==> config.mk <==
export PLATFORM = sky130hd
export DESIGN_NAME = two_nearest_ratio_test_matcher_core_flat
export DESIGN_NICKNAME = d
export VERILOG_FILES = /design/src/hdl/tnrm_pkg.sv /design/src/hdl/tnrm_ifs.sv /design/src/hdl/tnrm_sqdiff.sv /design/src/hdl/tnrm_tracker.sv /design/src/hdl/tnrm_eval.sv /design/src/hdl/two_nearest_ratio_test_matcher_core.sv /design/src/flat_wrapper.sv
export VERILOG_INCLUDE_DIRS = /design/src /design/src/hdl
export SDC_FILE = /design/constraint.sdc
export NUM_CORES = 2
export LEC_CHECK = 0
export BUFFER_PORTS_ARGS = -buffer_cell sky130_fd_sc_hd__buf_2
export CAP_MARGIN = 20
export CORE_UTILIZATION = 30
export DETAILED_ROUTE_END_ITERATION = 7
export HOLD_SLACK_MARGIN = 0.12
export PLACE_DENSITY = 0.47
export SYNTH_ARGS = -nofsm -noshare
export SYNTH_HDL_FRONTEND = slang
export SYNTH_SLANG_ARGS = --single-unit
==> constraint.sdc <==
create_clock -name clk -period 28 [get_ports clk]
set_clock_uncertainty 0.2 [all_clocks]
set_input_delay 0 -clock clk [delete_from_list [all_inputs] [get_ports clk]]
set_output_delay 0 -clock clk [all_outputs]
set_load 0.01 [all_outputs]
==> src/hdl/two_nearest_ratio_test_matcher_core_defines.svh <==
// Assertion macros shared by the matcher modules.
`ifndef TWO_NEAREST_RATIO_TEST_MATCHER_CORE_DEFINES_SVH
`define TWO_NEAREST_RATIO_TEST_MATCHER_CORE_DEFINES_SVH

// Check on every clock edge outside reset.
`define TNRM_ASSERT(lbl, prop, msg) \
	lbl: assert property (@(posedge clk) disable iff (!arst_n) prop) \
		else $error(msg);

// Check on every clock edge, reset included.
`define TNRM_ASSERT_ALWAYS(lbl, prop, msg) \
	lbl: assert property (@(posedge clk) prop) else $error(msg);

`endif

==> src/hdl/tnrm_pkg.sv <==
package tnrm_pkg;

	localparam int BYTE_W     = 8;
	localparam int WORD_BYTES = 8;
	localparam int WORD_W     = BYTE_W * WORD_BYTES;

	localparam int SUM_W   = 23;
	localparam int DIST_W  = 27;
	localparam int RATIO_W = 8;
	localparam int PROD_W  = RATIO_W + DIST_W;

	localparam logic [DIST_W-1:0] FAR_DIST = DIST_W'(100000000);
	localparam logic [SUM_W-1:0]  SUM_MAX  = {SUM_W{1'b1}};

	localparam logic [RATIO_W-1:0] NUM_RESET = RATIO_W'(7 * 7);
	localparam logic [RATIO_W-1:0] DEN_RESET = RATIO_W'(10 * 10);
	localparam logic [SUM_W-1:0]   MAX_RESET = SUM_W'(12800);

	localparam int LANES_DEF        = 8;
	localparam int POINT_BITS_DEF   = 20;
	localparam int FEATURE_BITS_DEF = 16;

	localparam int CFG_IDX_W  = 2;
	localparam int CFG_DATA_W = SUM_W;

	localparam logic FUNC_CHUNK = 1'b0;
	localparam logic FUNC_END   = 1'b1;

	typedef enum logic [CFG_IDX_W-1:0] {
		CFG_RATIO_NUM = 2'd0,
		CFG_RATIO_DEN = 2'd1,
		CFG_MAX_BEST  = 2'd2
	} cfg_idx_t;

	typedef struct packed {
		logic [RATIO_W-1:0] num;
		logic [RATIO_W-1:0] den;
		logic [SUM_W-1:0]   max_best;
	} cfg_regs_t;

	// Tracker contents taken at an end-of-feature request.
	typedef struct packed {
		logic              valid;
		logic              best_valid;
		logic [DIST_W-1:0] best_dist;
		logic [DIST_W-1:0] second_dist;
	} snap_t;

endpackage

==> src/hdl/tnrm_ifs.sv <==
interface tnrm_item_if #(
	parameter int POINT_BITS   = tnrm_pkg::POINT_BITS_DEF,
	parameter int FEATURE_BITS = tnrm_pkg::FEATURE_BITS_DEF
);
	logic                        valid;
	logic                        ready;
	logic                        func;
	logic [tnrm_pkg::WORD_W-1:0] query_bytes;
	logic [tnrm_pkg::WORD_W-1:0] candidate_bytes;
	logic                        last_chunk;
	logic [POINT_BITS-1:0]       candidate_point;
	logic [FEATURE_BITS-1:0]     feature_id;

	modport source (output valid, func, query_bytes, candidate_bytes, last_chunk,
		candidate_point, feature_id, input ready);
	modport sink (input valid, func, query_bytes, candidate_bytes, last_chunk,
		candidate_point, feature_id, output ready);
endinterface

interface tnrm_result_if #(
	parameter int POINT_BITS   = tnrm_pkg::POINT_BITS_DEF,
	parameter int FEATURE_BITS = tnrm_pkg::FEATURE_BITS_DEF
);
	logic                       valid;
	logic                       ready;
	logic                       match_found;
	logic [POINT_BITS-1:0]      matched_point;
	logic [tnrm_pkg::SUM_W-1:0] best_distance_out;
	logic [FEATURE_BITS-1:0]    feature_out;

	modport source (output valid, match_found, matched_point, best_distance_out,
		feature_out, input ready);
	modport sink (input valid, match_found, matched_point, best_distance_out,
		feature_out, output ready);
endinterface

interface tnrm_cfg_if;
	logic                            valid;
	logic                            ready;
	logic [tnrm_pkg::CFG_IDX_W-1:0]  index;
	logic [tnrm_pkg::CFG_DATA_W-1:0] data;

	modport source (output valid, index, data, input ready);
	modport sink (input valid, index, data, output ready);
endinterface

==> src/hdl/tnrm_sqdiff.sv <==
module tnrm_sqdiff #(
	parameter int LANES = tnrm_pkg::LANES_DEF
) (
	input  logic [tnrm_pkg::WORD_W-1:0]                   query_bytes,
	input  logic [tnrm_pkg::WORD_W-1:0]                   candidate_bytes,
	output logic [2*tnrm_pkg::BYTE_W+$clog2(LANES)-1:0]   chunk_sum
);
	localparam int SQ_W    = 2 * tnrm_pkg::BYTE_W;
	localparam int CHUNK_W = SQ_W + $clog2(LANES);

	logic [tnrm_pkg::BYTE_W-1:0] diff [LANES];
	logic [SQ_W-1:0]             sq   [LANES];

	// Absolute difference and square per lane, then sum the lanes.
	always_comb begin
		logic [tnrm_pkg::BYTE_W-1:0] a;
		logic [tnrm_pkg::BYTE_W-1:0] b;
		logic [CHUNK_W-1:0]          acc;
		acc = '0;
		for (int i = 0; i < LANES; i++) begin
			a = query_bytes[i*tnrm_pkg::BYTE_W +: tnrm_pkg::BYTE_W];
			b = candidate_bytes[i*tnrm_pkg::BYTE_W +: tnrm_pkg::BYTE_W];
			diff[i] = (a > b) ? (a - b) : (b - a);
			sq[i] = SQ_W'(diff[i]) * SQ_W'(diff[i]);
			acc = acc + CHUNK_W'(sq[i]);
		end
		chunk_sum = acc;
	end
endmodule

==> src/hdl/tnrm_tracker.sv <==
`include "two_nearest_ratio_test_matcher_core_defines.svh"

module tnrm_tracker #(
	parameter int LANES        = tnrm_pkg::LANES_DEF,
	parameter int POINT_BITS   = tnrm_pkg::POINT_BITS_DEF,
	parameter int FEATURE_BITS = tnrm_pkg::FEATURE_BITS_DEF
) (
	input  logic                                        clk,
	input  logic                                        arst_n,
	input  logic                                        advance,
	input  logic                                        valid_s1,
	input  logic                                        func_s1,
	input  logic [2*tnrm_pkg::BYTE_W+$clog2(LANES)-1:0] chunk_sum_s1,
	input  logic                                        last_s1,
	input  logic [POINT_BITS-1:0]                       point_s1,
	input  logic [FEATURE_BITS-1:0]                     feature_s1,
	output tnrm_pkg::snap_t                             snap_s3,
	output logic [POINT_BITS-1:0]                       best_point_s3,
	output logic [FEATURE_BITS-1:0]                     feature_s3
);
	localparam int CHUNK_W = 2 * tnrm_pkg::BYTE_W + $clog2(LANES);

	logic                          valid_s2;
	logic                          func_s2;
	logic [CHUNK_W-1:0]            chunk_sum_s2;
	logic                          last_s2;
	logic [POINT_BITS-1:0]         point_s2;
	logic [FEATURE_BITS-1:0]       feature_s2;

	logic [tnrm_pkg::SUM_W-1:0]    partial_q;
	logic [tnrm_pkg::DIST_W-1:0]   best_dist_q;
	logic [tnrm_pkg::DIST_W-1:0]   second_dist_q;
	logic [POINT_BITS-1:0]         best_point_q;
	logic                          best_valid_q;
	logic                          second_valid_q;

	logic [tnrm_pkg::SUM_W:0]      sum_wide;
	logic [tnrm_pkg::SUM_W-1:0]    sum_sat;
	logic [tnrm_pkg::DIST_W-1:0]   cand_dist;
	logic                          below_second;
	logic                          below_best;
	logic                          do_chunk;
	logic                          do_end;

	// Accumulate with saturation, then rank against the two trackers.
	assign sum_wide     = {1'b0, partial_q} + (tnrm_pkg::SUM_W + 1)'(chunk_sum_s2);
	assign sum_sat      = sum_wide[tnrm_pkg::SUM_W] ? tnrm_pkg::SUM_MAX
		: sum_wide[tnrm_pkg::SUM_W-1:0];
	assign cand_dist    = tnrm_pkg::DIST_W'(sum_sat);
	assign below_second = cand_dist < second_dist_q;
	assign below_best   = cand_dist < best_dist_q;
	assign do_chunk     = advance && valid_s2 && (func_s2 == tnrm_pkg::FUNC_CHUNK);
	assign do_end       = advance && valid_s2 && (func_s2 == tnrm_pkg::FUNC_END);

	always_ff @(posedge clk or negedge arst_n) begin
		if (!arst_n) begin
			valid_s2 <= 1'b0;
		end else if (advance) begin
			valid_s2 <= valid_s1;
		end
	end

	always_ff @(posedge clk) begin
		if (advance) begin
			func_s2      <= func_s1;
			chunk_sum_s2 <= chunk_sum_s1;
			last_s2      <= last_s1;
			point_s2     <= point_s1;
			feature_s2   <= feature_s1;
		end
	end

	always_ff @(posedge clk or negedge arst_n) begin
		if (!arst_n) begin
			partial_q      <= '0;
			best_dist_q    <= tnrm_pkg::FAR_DIST;
			second_dist_q  <= tnrm_pkg::FAR_DIST;
			best_point_q   <= '0;
			best_valid_q   <= 1'b0;
			second_valid_q <= 1'b0;
		end else if (do_end) begin
			partial_q      <= '0;
			best_dist_q    <= tnrm_pkg::FAR_DIST;
			second_dist_q  <= tnrm_pkg::FAR_DIST;
			best_point_q   <= '0;
			best_valid_q   <= 1'b0;
			second_valid_q <= 1'b0;
		end else if (do_chunk) begin
			if (!last_s2) begin
				partial_q <= sum_sat;
			end else begin
				partial_q <= '0;
				if (below_second && below_best) begin
					// New best: old best drops to second.
					best_dist_q    <= cand_dist;
					best_point_q   <= point_s2;
					best_valid_q   <= 1'b1;
					second_dist_q  <= best_dist_q;
					second_valid_q <= best_valid_q;
				end else if (below_second) begin
					second_dist_q  <= cand_dist;
					second_valid_q <= 1'b1;
				end
			end
		end
	end

	// Snapshot for the evaluation stage; hold while the output is blocked.
	always_ff @(posedge clk or negedge arst_n) begin
		if (!arst_n) begin
			snap_s3 <= '0;
		end else begin
			if (advance) begin
				snap_s3.valid <= do_end;
			end
			if (do_end) begin
				snap_s3.best_valid  <= best_valid_q;
				snap_s3.best_dist   <= best_dist_q;
				snap_s3.second_dist <= second_dist_q;
			end
		end
	end

	always_ff @(posedge clk) begin
		if (do_end) begin
			best_point_s3 <= best_point_q;
			feature_s3    <= feature_s2;
		end
	end

	`TNRM_ASSERT_ALWAYS(a_best_not_above_second, best_dist_q <= second_dist_q,
		"best distance above second distance")
	`TNRM_ASSERT(a_second_implies_best, second_valid_q |-> best_valid_q,
		"second tracker valid without a best")
	`TNRM_ASSERT(a_best_in_range,
		best_valid_q |-> (best_dist_q <= tnrm_pkg::DIST_W'(tnrm_pkg::SUM_MAX)),
		"valid best distance beyond saturation limit")
endmodule

==> src/hdl/tnrm_eval.sv <==
module tnrm_eval #(
	parameter int POINT_BITS   = tnrm_pkg::POINT_BITS_DEF,
	parameter int FEATURE_BITS = tnrm_pkg::FEATURE_BITS_DEF
) (
	input  logic                       clk,
	input  logic                       arst_n,
	input  logic                       load,
	input  logic                       take,
	input  tnrm_pkg::cfg_regs_t        cfg_regs,
	input  tnrm_pkg::snap_t            snap_s3,
	input  logic [POINT_BITS-1:0]      best_point_s3,
	input  logic [FEATURE_BITS-1:0]    feature_s3,
	output logic                       valid_q,
	output logic                       match_q,
	output logic [POINT_BITS-1:0]      point_q,
	output logic [tnrm_pkg::SUM_W-1:0] dist_q,
	output logic [FEATURE_BITS-1:0]    feature_q
);
	logic [tnrm_pkg::PROD_W-1:0] lhs;
	logic [tnrm_pkg::PROD_W-1:0] rhs;
	logic                        ratio_ok;
	logic                        abs_ok;

	// Ratio test by cross multiplication, plus the absolute limit.
	assign lhs      = tnrm_pkg::PROD_W'(cfg_regs.den) * tnrm_pkg::PROD_W'(snap_s3.best_dist);
	assign rhs      = tnrm_pkg::PROD_W'(cfg_regs.num) * tnrm_pkg::PROD_W'(snap_s3.second_dist);
	assign ratio_ok = lhs < rhs;
	assign abs_ok   = snap_s3.best_dist <= tnrm_pkg::DIST_W'(cfg_regs.max_best);

	always_ff @(posedge clk or negedge arst_n) begin
		if (!arst_n) begin
			valid_q <= 1'b0;
		end else if (load) begin
			valid_q <= 1'b1;
		end else if (take) begin
			valid_q <= 1'b0;
		end
	end

	always_ff @(posedge clk) begin
		if (load) begin
			match_q   <= snap_s3.best_valid && ratio_ok && abs_ok;
			point_q   <= snap_s3.best_valid ? best_point_s3 : '0;
			dist_q    <= snap_s3.best_valid ? snap_s3.best_dist[tnrm_pkg::SUM_W-1:0] : '0;
			feature_q <= feature_s3;
		end
	end
endmodule

==> src/hdl/two_nearest_ratio_test_matcher_core.sv <==
// Channel   Role    Payload
// items     sink    func, query_bytes, candidate_bytes, last_chunk, candidate_point, feature_id
// results   source  match_found, matched_point, best_distance_out, feature_out
// cfg       sink    index, data (0 ratio numerator, 1 ratio denominator, 2 distance limit)
//
// One request is taken every cycle while the pipe is not stalled; each chunk carries LANES byte pairs.
// An end-of-feature request shows its result after it passes the input register,
// the lane sum register and the tracker snapshot, then the ratio multipliers
// into the output register.
// The feedback path is the saturating add and the two compares of the trackers.
// Reset clears the trackers and loads the register defaults; no clearing pass.
// Requests stall only when a result waits in the output register and a second
// end-of-feature request has reached the evaluation stage behind it.
`include "two_nearest_ratio_test_matcher_core_defines.svh"

module two_nearest_ratio_test_matcher_core #(
	parameter int LANES        = tnrm_pkg::LANES_DEF,
	parameter int POINT_BITS   = tnrm_pkg::POINT_BITS_DEF,
	parameter int FEATURE_BITS = tnrm_pkg::FEATURE_BITS_DEF
) (
	input logic        clk,
	input logic        arst_n,
	tnrm_item_if.sink  items,
	tnrm_result_if.source results,
	tnrm_cfg_if.sink   cfg
);
	localparam int CHUNK_W = 2 * tnrm_pkg::BYTE_W + $clog2(LANES);

	tnrm_pkg::cfg_regs_t         cfg_q;

	logic                        valid_s1;
	logic                        func_s1;
	logic [tnrm_pkg::WORD_W-1:0] query_s1;
	logic [tnrm_pkg::WORD_W-1:0] cand_s1;
	logic                        last_s1;
	logic [POINT_BITS-1:0]       point_s1;
	logic [FEATURE_BITS-1:0]     feature_s1;

	logic [CHUNK_W-1:0]          chunk_sum_s1;
	tnrm_pkg::snap_t             snap_s3;
	logic [POINT_BITS-1:0]       best_point_s3;
	logic [FEATURE_BITS-1:0]     feature_s3;
	logic                        advance;

	// Hold the whole pipe only when the evaluation stage cannot hand over.
	assign advance     = !(snap_s3.valid && results.valid && !results.ready);
	assign items.ready = advance;
	assign cfg.ready   = 1'b1;

	// Register writes; an index beyond the list is dropped.
	always_ff @(posedge clk or negedge arst_n) begin
		if (!arst_n) begin
			cfg_q.num      <= tnrm_pkg::NUM_RESET;
			cfg_q.den      <= tnrm_pkg::DEN_RESET;
			cfg_q.max_best <= tnrm_pkg::MAX_RESET;
		end else if (cfg.valid) begin
			unique case (tnrm_pkg::cfg_idx_t'(cfg.index))
				tnrm_pkg::CFG_RATIO_NUM: cfg_q.num      <= cfg.data[tnrm_pkg::RATIO_W-1:0];
				tnrm_pkg::CFG_RATIO_DEN: cfg_q.den      <= cfg.data[tnrm_pkg::RATIO_W-1:0];
				tnrm_pkg::CFG_MAX_BEST:  cfg_q.max_best <= cfg.data[tnrm_pkg::SUM_W-1:0];
				default: ;
			endcase
		end
	end

	// Input register.
	always_ff @(posedge clk or negedge arst_n) begin
		if (!arst_n) begin
			valid_s1 <= 1'b0;
		end else if (advance) begin
			valid_s1 <= items.valid;
		end
	end

	always_ff @(posedge clk) begin
		if (advance && items.valid) begin
			func_s1    <= items.func;
			query_s1   <= items.query_bytes;
			cand_s1    <= items.candidate_bytes;
			last_s1    <= items.last_chunk;
			point_s1   <= items.candidate_point;
			feature_s1 <= items.feature_id;
		end
	end

	tnrm_sqdiff #(
		.LANES (LANES)
	) u_sqdiff (
		.query_bytes     (query_s1),
		.candidate_bytes (cand_s1),
		.chunk_sum       (chunk_sum_s1)
	);

	tnrm_tracker #(
		.LANES        (LANES),
		.POINT_BITS   (POINT_BITS),
		.FEATURE_BITS (FEATURE_BITS)
	) u_tracker (
		.clk           (clk),
		.arst_n        (arst_n),
		.advance       (advance),
		.valid_s1      (valid_s1),
		.func_s1       (func_s1),
		.chunk_sum_s1  (chunk_sum_s1),
		.last_s1       (last_s1),
		.point_s1      (point_s1),
		.feature_s1    (feature_s1),
		.snap_s3       (snap_s3),
		.best_point_s3 (best_point_s3),
		.feature_s3    (feature_s3)
	);

	tnrm_eval #(
		.POINT_BITS   (POINT_BITS),
		.FEATURE_BITS (FEATURE_BITS)
	) u_eval (
		.clk           (clk),
		.arst_n        (arst_n),
		.load          (advance && snap_s3.valid),
		.take          (results.ready),
		.cfg_regs      (cfg_q),
		.snap_s3       (snap_s3),
		.best_point_s3 (best_point_s3),
		.feature_s3    (feature_s3),
		.valid_q       (results.valid),
		.match_q       (results.match_found),
		.point_q       (results.matched_point),
		.dist_q        (results.best_distance_out),
		.feature_q     (results.feature_out)
	);

	`TNRM_ASSERT(a_snap_held_on_stall,
		(snap_s3.valid && results.valid && !results.ready)
			|=> (snap_s3.valid && $stable(snap_s3.best_dist)),
		"evaluation stage lost its request during an output stall")
endmodule
==> src/flat_wrapper.sv <==
// flat-port wrapper written by rule: the top's interface ports become plain ports
module two_nearest_ratio_test_matcher_core_flat 
#(
	parameter int LANES        = tnrm_pkg::LANES_DEF,
	parameter int POINT_BITS   = tnrm_pkg::POINT_BITS_DEF,
	parameter int FEATURE_BITS = tnrm_pkg::FEATURE_BITS_DEF
)
  (clk, arst_n, items_valid, items_func, items_query_bytes, items_candidate_bytes, items_last_chunk, items_candidate_point, items_feature_id, items_ready, results_valid, results_match_found, results_matched_point, results_best_distance_out, results_feature_out, results_ready, cfg_valid, cfg_index, cfg_data, cfg_ready);
  tnrm_item_if #(.POINT_BITS(POINT_BITS), .FEATURE_BITS(FEATURE_BITS)) items_i ();
  tnrm_result_if #(.POINT_BITS(POINT_BITS), .FEATURE_BITS(FEATURE_BITS)) results_i ();
  tnrm_cfg_if cfg_i ();
  input logic clk;
  input logic arst_n;
  input wire logic [$bits(items_i.valid)-1:0] items_valid;
  input wire logic [$bits(items_i.func)-1:0] items_func;
  input wire logic [$bits(items_i.query_bytes)-1:0] items_query_bytes;
  input wire logic [$bits(items_i.candidate_bytes)-1:0] items_candidate_bytes;
  input wire logic [$bits(items_i.last_chunk)-1:0] items_last_chunk;
  input wire logic [$bits(items_i.candidate_point)-1:0] items_candidate_point;
  input wire logic [$bits(items_i.feature_id)-1:0] items_feature_id;
  output wire logic [$bits(items_i.ready)-1:0] items_ready;
  output wire logic [$bits(results_i.valid)-1:0] results_valid;
  output wire logic [$bits(results_i.match_found)-1:0] results_match_found;
  output wire logic [$bits(results_i.matched_point)-1:0] results_matched_point;
  output wire logic [$bits(results_i.best_distance_out)-1:0] results_best_distance_out;
  output wire logic [$bits(results_i.feature_out)-1:0] results_feature_out;
  input wire logic [$bits(results_i.ready)-1:0] results_ready;
  input wire logic [$bits(cfg_i.valid)-1:0] cfg_valid;
  input wire logic [$bits(cfg_i.index)-1:0] cfg_index;
  input wire logic [$bits(cfg_i.data)-1:0] cfg_data;
  output wire logic [$bits(cfg_i.ready)-1:0] cfg_ready;
  assign items_i.valid = items_valid;
  assign items_i.func = items_func;
  assign items_i.query_bytes = items_query_bytes;
  assign items_i.candidate_bytes = items_candidate_bytes;
  assign items_i.last_chunk = items_last_chunk;
  assign items_i.candidate_point = items_candidate_point;
  assign items_i.feature_id = items_feature_id;
  assign items_ready = items_i.ready;
  assign results_valid = results_i.valid;
  assign results_match_found = results_i.match_found;
  assign results_matched_point = results_i.matched_point;
  assign results_best_distance_out = results_i.best_distance_out;
  assign results_feature_out = results_i.feature_out;
  assign results_i.ready = results_ready;
  assign cfg_i.valid = cfg_valid;
  assign cfg_i.index = cfg_index;
  assign cfg_i.data = cfg_data;
  assign cfg_ready = cfg_i.ready;
  two_nearest_ratio_test_matcher_core #(.LANES(LANES), .POINT_BITS(POINT_BITS), .FEATURE_BITS(FEATURE_BITS)) u_core (.clk(clk), .arst_n(arst_n), .items(items_i), .results(results_i), .cfg(cfg_i));
endmodule
==> reports/qor.txt <==
Worst hold endpoint = u_core.u_tracker.point_s2[15]
Reg2Reg Launch Point = u_core.query_s1[32]
Clock insertion delay at the later pin of the skew report = 0.67 ns
I/O Buffers = 257
Total die area = 0.176 mm²
Post-cts resize count = 0
Endpoints failing hold = 0
CTS tree = done
CTS buffer count = 66
Area of the multi-input gates = 0.0335 mm²
Arr. time, crit path = 11.33 ns
Core Box Area = 0.172 mm²
FFs w/ async S/R, synth = 36.6%
First-pass GRT wire length = 216 mm
Crit-path max cell delay = 0.79 ns
Commonest non-fill, non-tap cells in the layout = inv_1 (1038), fa_1 (697), ha_1 (541)
Worst-path fanout max = 10
Worst EP required = 28.20 ns
Cell Rows = 152
Gate count of the mapped netlist = 5081
Post-synth EDFFs = 319
Post-layout util = 36.3%
Initial antenna violation count = 5
Mapped cell area = 0.0522 mm²
Final Wtd Congestion = 0.845
Dominant cell type by area after synthesis = fa_1
Setup TNS = 0 ns
Synth cell types = 90
Part of the Yosys area used for sequential elements = 27.2%
Register area = 0.0142 mm²
Flops & latches, synth = 503
Endpoints failing setup = 0
Sink Count = 503
Initial core utilization = 30.3%
Reg-to-reg setup timing slack = 16.87 ns
Hpwl dp = 106 mm
Syn Area/Cell = 10.3 µm²
DRC errors left = 0
Share of layout cells above drive strength 1 = 9.98%
RSZ-0062 raised after global routing = false
Max Cap Viol = 0
GR Util All Layers = 15.8%
Beginning of the worst hold path = u_core.point_s1[15]
Worst path slowest cell = o31ai_2
Top FF cell, synth = edfxtp_1
Ys Warns = 0
Die W = 419 µm
Area contributors post-synth = fa_1 (27%), edfxtp_1 (18%), ha_1 (13%)
Grt ovf = 0
CTS HTree Levels = 3
Vias in the first global route = 39265
FF-to-FF End = u_core.u_tracker.chunk_sum_s2[18]
Hold-fix buffers at CTS = 407
Final Hold Slack = 0.210 ns
Hold Path Class = flop to flop
Fin. max-slew vios = 0
Synthesis-to-layout area growth = 19.9%
Clock Tree Buf Depth = 3
Die Span Y = 419 µm
Min Tclk post-route = 11.13 ns
TritonRoute pass-1 iters = 5
Status = finished, final reports clean
Iter 0 DRT Violations = 1585
DRT Wirelength = 135 mm
Hold path cells = 0
Fmax = 89.9 MHz
R2R depth = 38
Fill cell count = 17474
Routed len/inst = 16.7 µm
Nets = 7153
Startpoint Class = flop
Largest net degree at the start of global routing = 100
CTS clk-pin slew, worst paths = 0.06 ns
Synth top area share = 26.7%
Via density = 4.48
Clock root buffer = clkbuf_16
Period Utilization, post-route = 39.7%
Crit path top cell by count = fa_1
Post-route ant nets = 0
Worst setup EP type = flop
Commonest non-fill, non-tap cell in the layout = inv_1
Vias = 36200
Setup Fix Bufs, Post-CTS = 0
Crit Path Category = flop to flop
Syn_nets = 6515
Slew HR = 27.1%
Worst-Margin Slew = 1.06 ns
I/O pin total = 259
==> synth_stat cells (33+ instances only) <==
| cell type | n |
|---|---|
| inv_1 | 1038 |
| fa_1 | 697 |
| ha_1 | 541 |
| nand2_1 | 434 |
| edfxtp_1 | 319 |
| nor2_1 | 299 |
| and2_1 | 227 |
| dfrtp_1 | 155 |
| a21oi_1 | 151 |
| o21ai_0 | 141 |
| clkbuf_1 | 105 |
| xnor2_1 | 89 |
| a21o_1 | 83 |
| mux2_2 | 55 |
| mux2i_1 | 51 |
| nand2b_1 | 47 |
| xor2_1 | 47 |
| nor3_1 | 46 |
| a22oi_1 | 37 |
| or2_2 | 35 |
| nand3_1 | 33 |
==> worst max-delay path, delay by kind of cell, from the launching register on <==
kind,cells,cell delay (ns)
XOR/XNOR,2,0.44
buffers and inverters,6,0.33
AO/OA/AOI/OAI,10,2.44
adder cells (fa/ha/maj),13,5.86
multiplexers,1,0.18
AND/OR/NAND/NOR,6,1.04
flip-flops,1,0.39
==> how the worst max path moves through the flow <==
stage,cells after the start,from,endpoint
2_1_floorplan,39,u_core.query_s1[56],u_core.u_tracker.chunk_sum_s2[18]
3_3_place_gp,39,u_core.query_s1[56],u_core.u_tracker.chunk_sum_s2[18]
3_5_place_dp,39,u_core.query_s1[56],u_core.u_tracker.chunk_sum_s2[18]
4_1_cts,39,u_core.query_s1[56],u_core.u_tracker.chunk_sum_s2[18]
5_1_grt,38,u_core.query_s1[32],u_core.u_tracker.chunk_sum_s2[18]
6_report,38,u_core.query_s1[32],u_core.u_tracker.chunk_sum_s2[18]
==> cells by family after synthesis <==
| kind of cell | after synthesis | synth area share, % |
|---|---|---|
| and+or+nand+nor | 1243 | 11.3 |
| adders and majority gates | 1238 | 39.7 |
| buffers and inverters | 1181 | 8.68 |
| AOI/OAI and AO/OA | 664 | 8.32 |
| DFF | 503 | 27.2 |
| xor gates and xnor gates | 144 | 2.55 |
| muxes | 107 | 2.19 |
| other | 1 | 0.00718 |
==> through the flow <==
step / area, µm² / std cells / setup WS, ns
after floorplan: 52200 / 5081 / 17.68
after global placement: 56100 / 7550 / 16.95
after detailed placement: 56100 / 7552 / 16.87
after CTS: 62600 / 8079 / 16.83
after global routing: 62600 / 8081 / 16.17
final: 62600 / 8085 / 16.87
==> registers in the layout (all words and copies together) (netlist names), 19 cells and up <==
signal and flops:
u_core.point_s1 20, u_core.u_tracker.chunk_sum_s2 19, u_core.u_tracker.second_dist_q 24, u_core.cfg_q 39, u_core.u_tracker.best_dist_q 24, u_core.u_tracker.snap_s3 50
u_core.u_tracker.best_point_s3 20, u_core.cand_s1 64, u_core.query_s1 64, u_core.u_tracker.best_point_q 20, u_core.u_tracker.partial_q 23, u_core.u_eval.point_q 20
u_core.u_eval.dist_q 23, u_core.u_tracker.point_s2 20
==> area by class of cell <==
class,instances,share of cell area [%]
sequential,503,22.7
tap,2310,4.62
multi-input combinational,3397,53.5
antenna,4,0.0160
clock inverter,36,0.909
clock buffer,84,2.83
timing repair buffer,710,9.20
inverter,1041,6.24
==> metal layers <==
layer	vias up	wire length (µm)	global-route usage, %
li1	17501	-	-
met1	18013	55900	18.8
met2	483	69900	28.9
met3	203	3740	1.90
met4	0	5300	6.08
met5	-	0	0
Power is left out: the tool's default activity adds up to more than one toggle a clock period on the data nets, which glitch-free logic cannot reach.
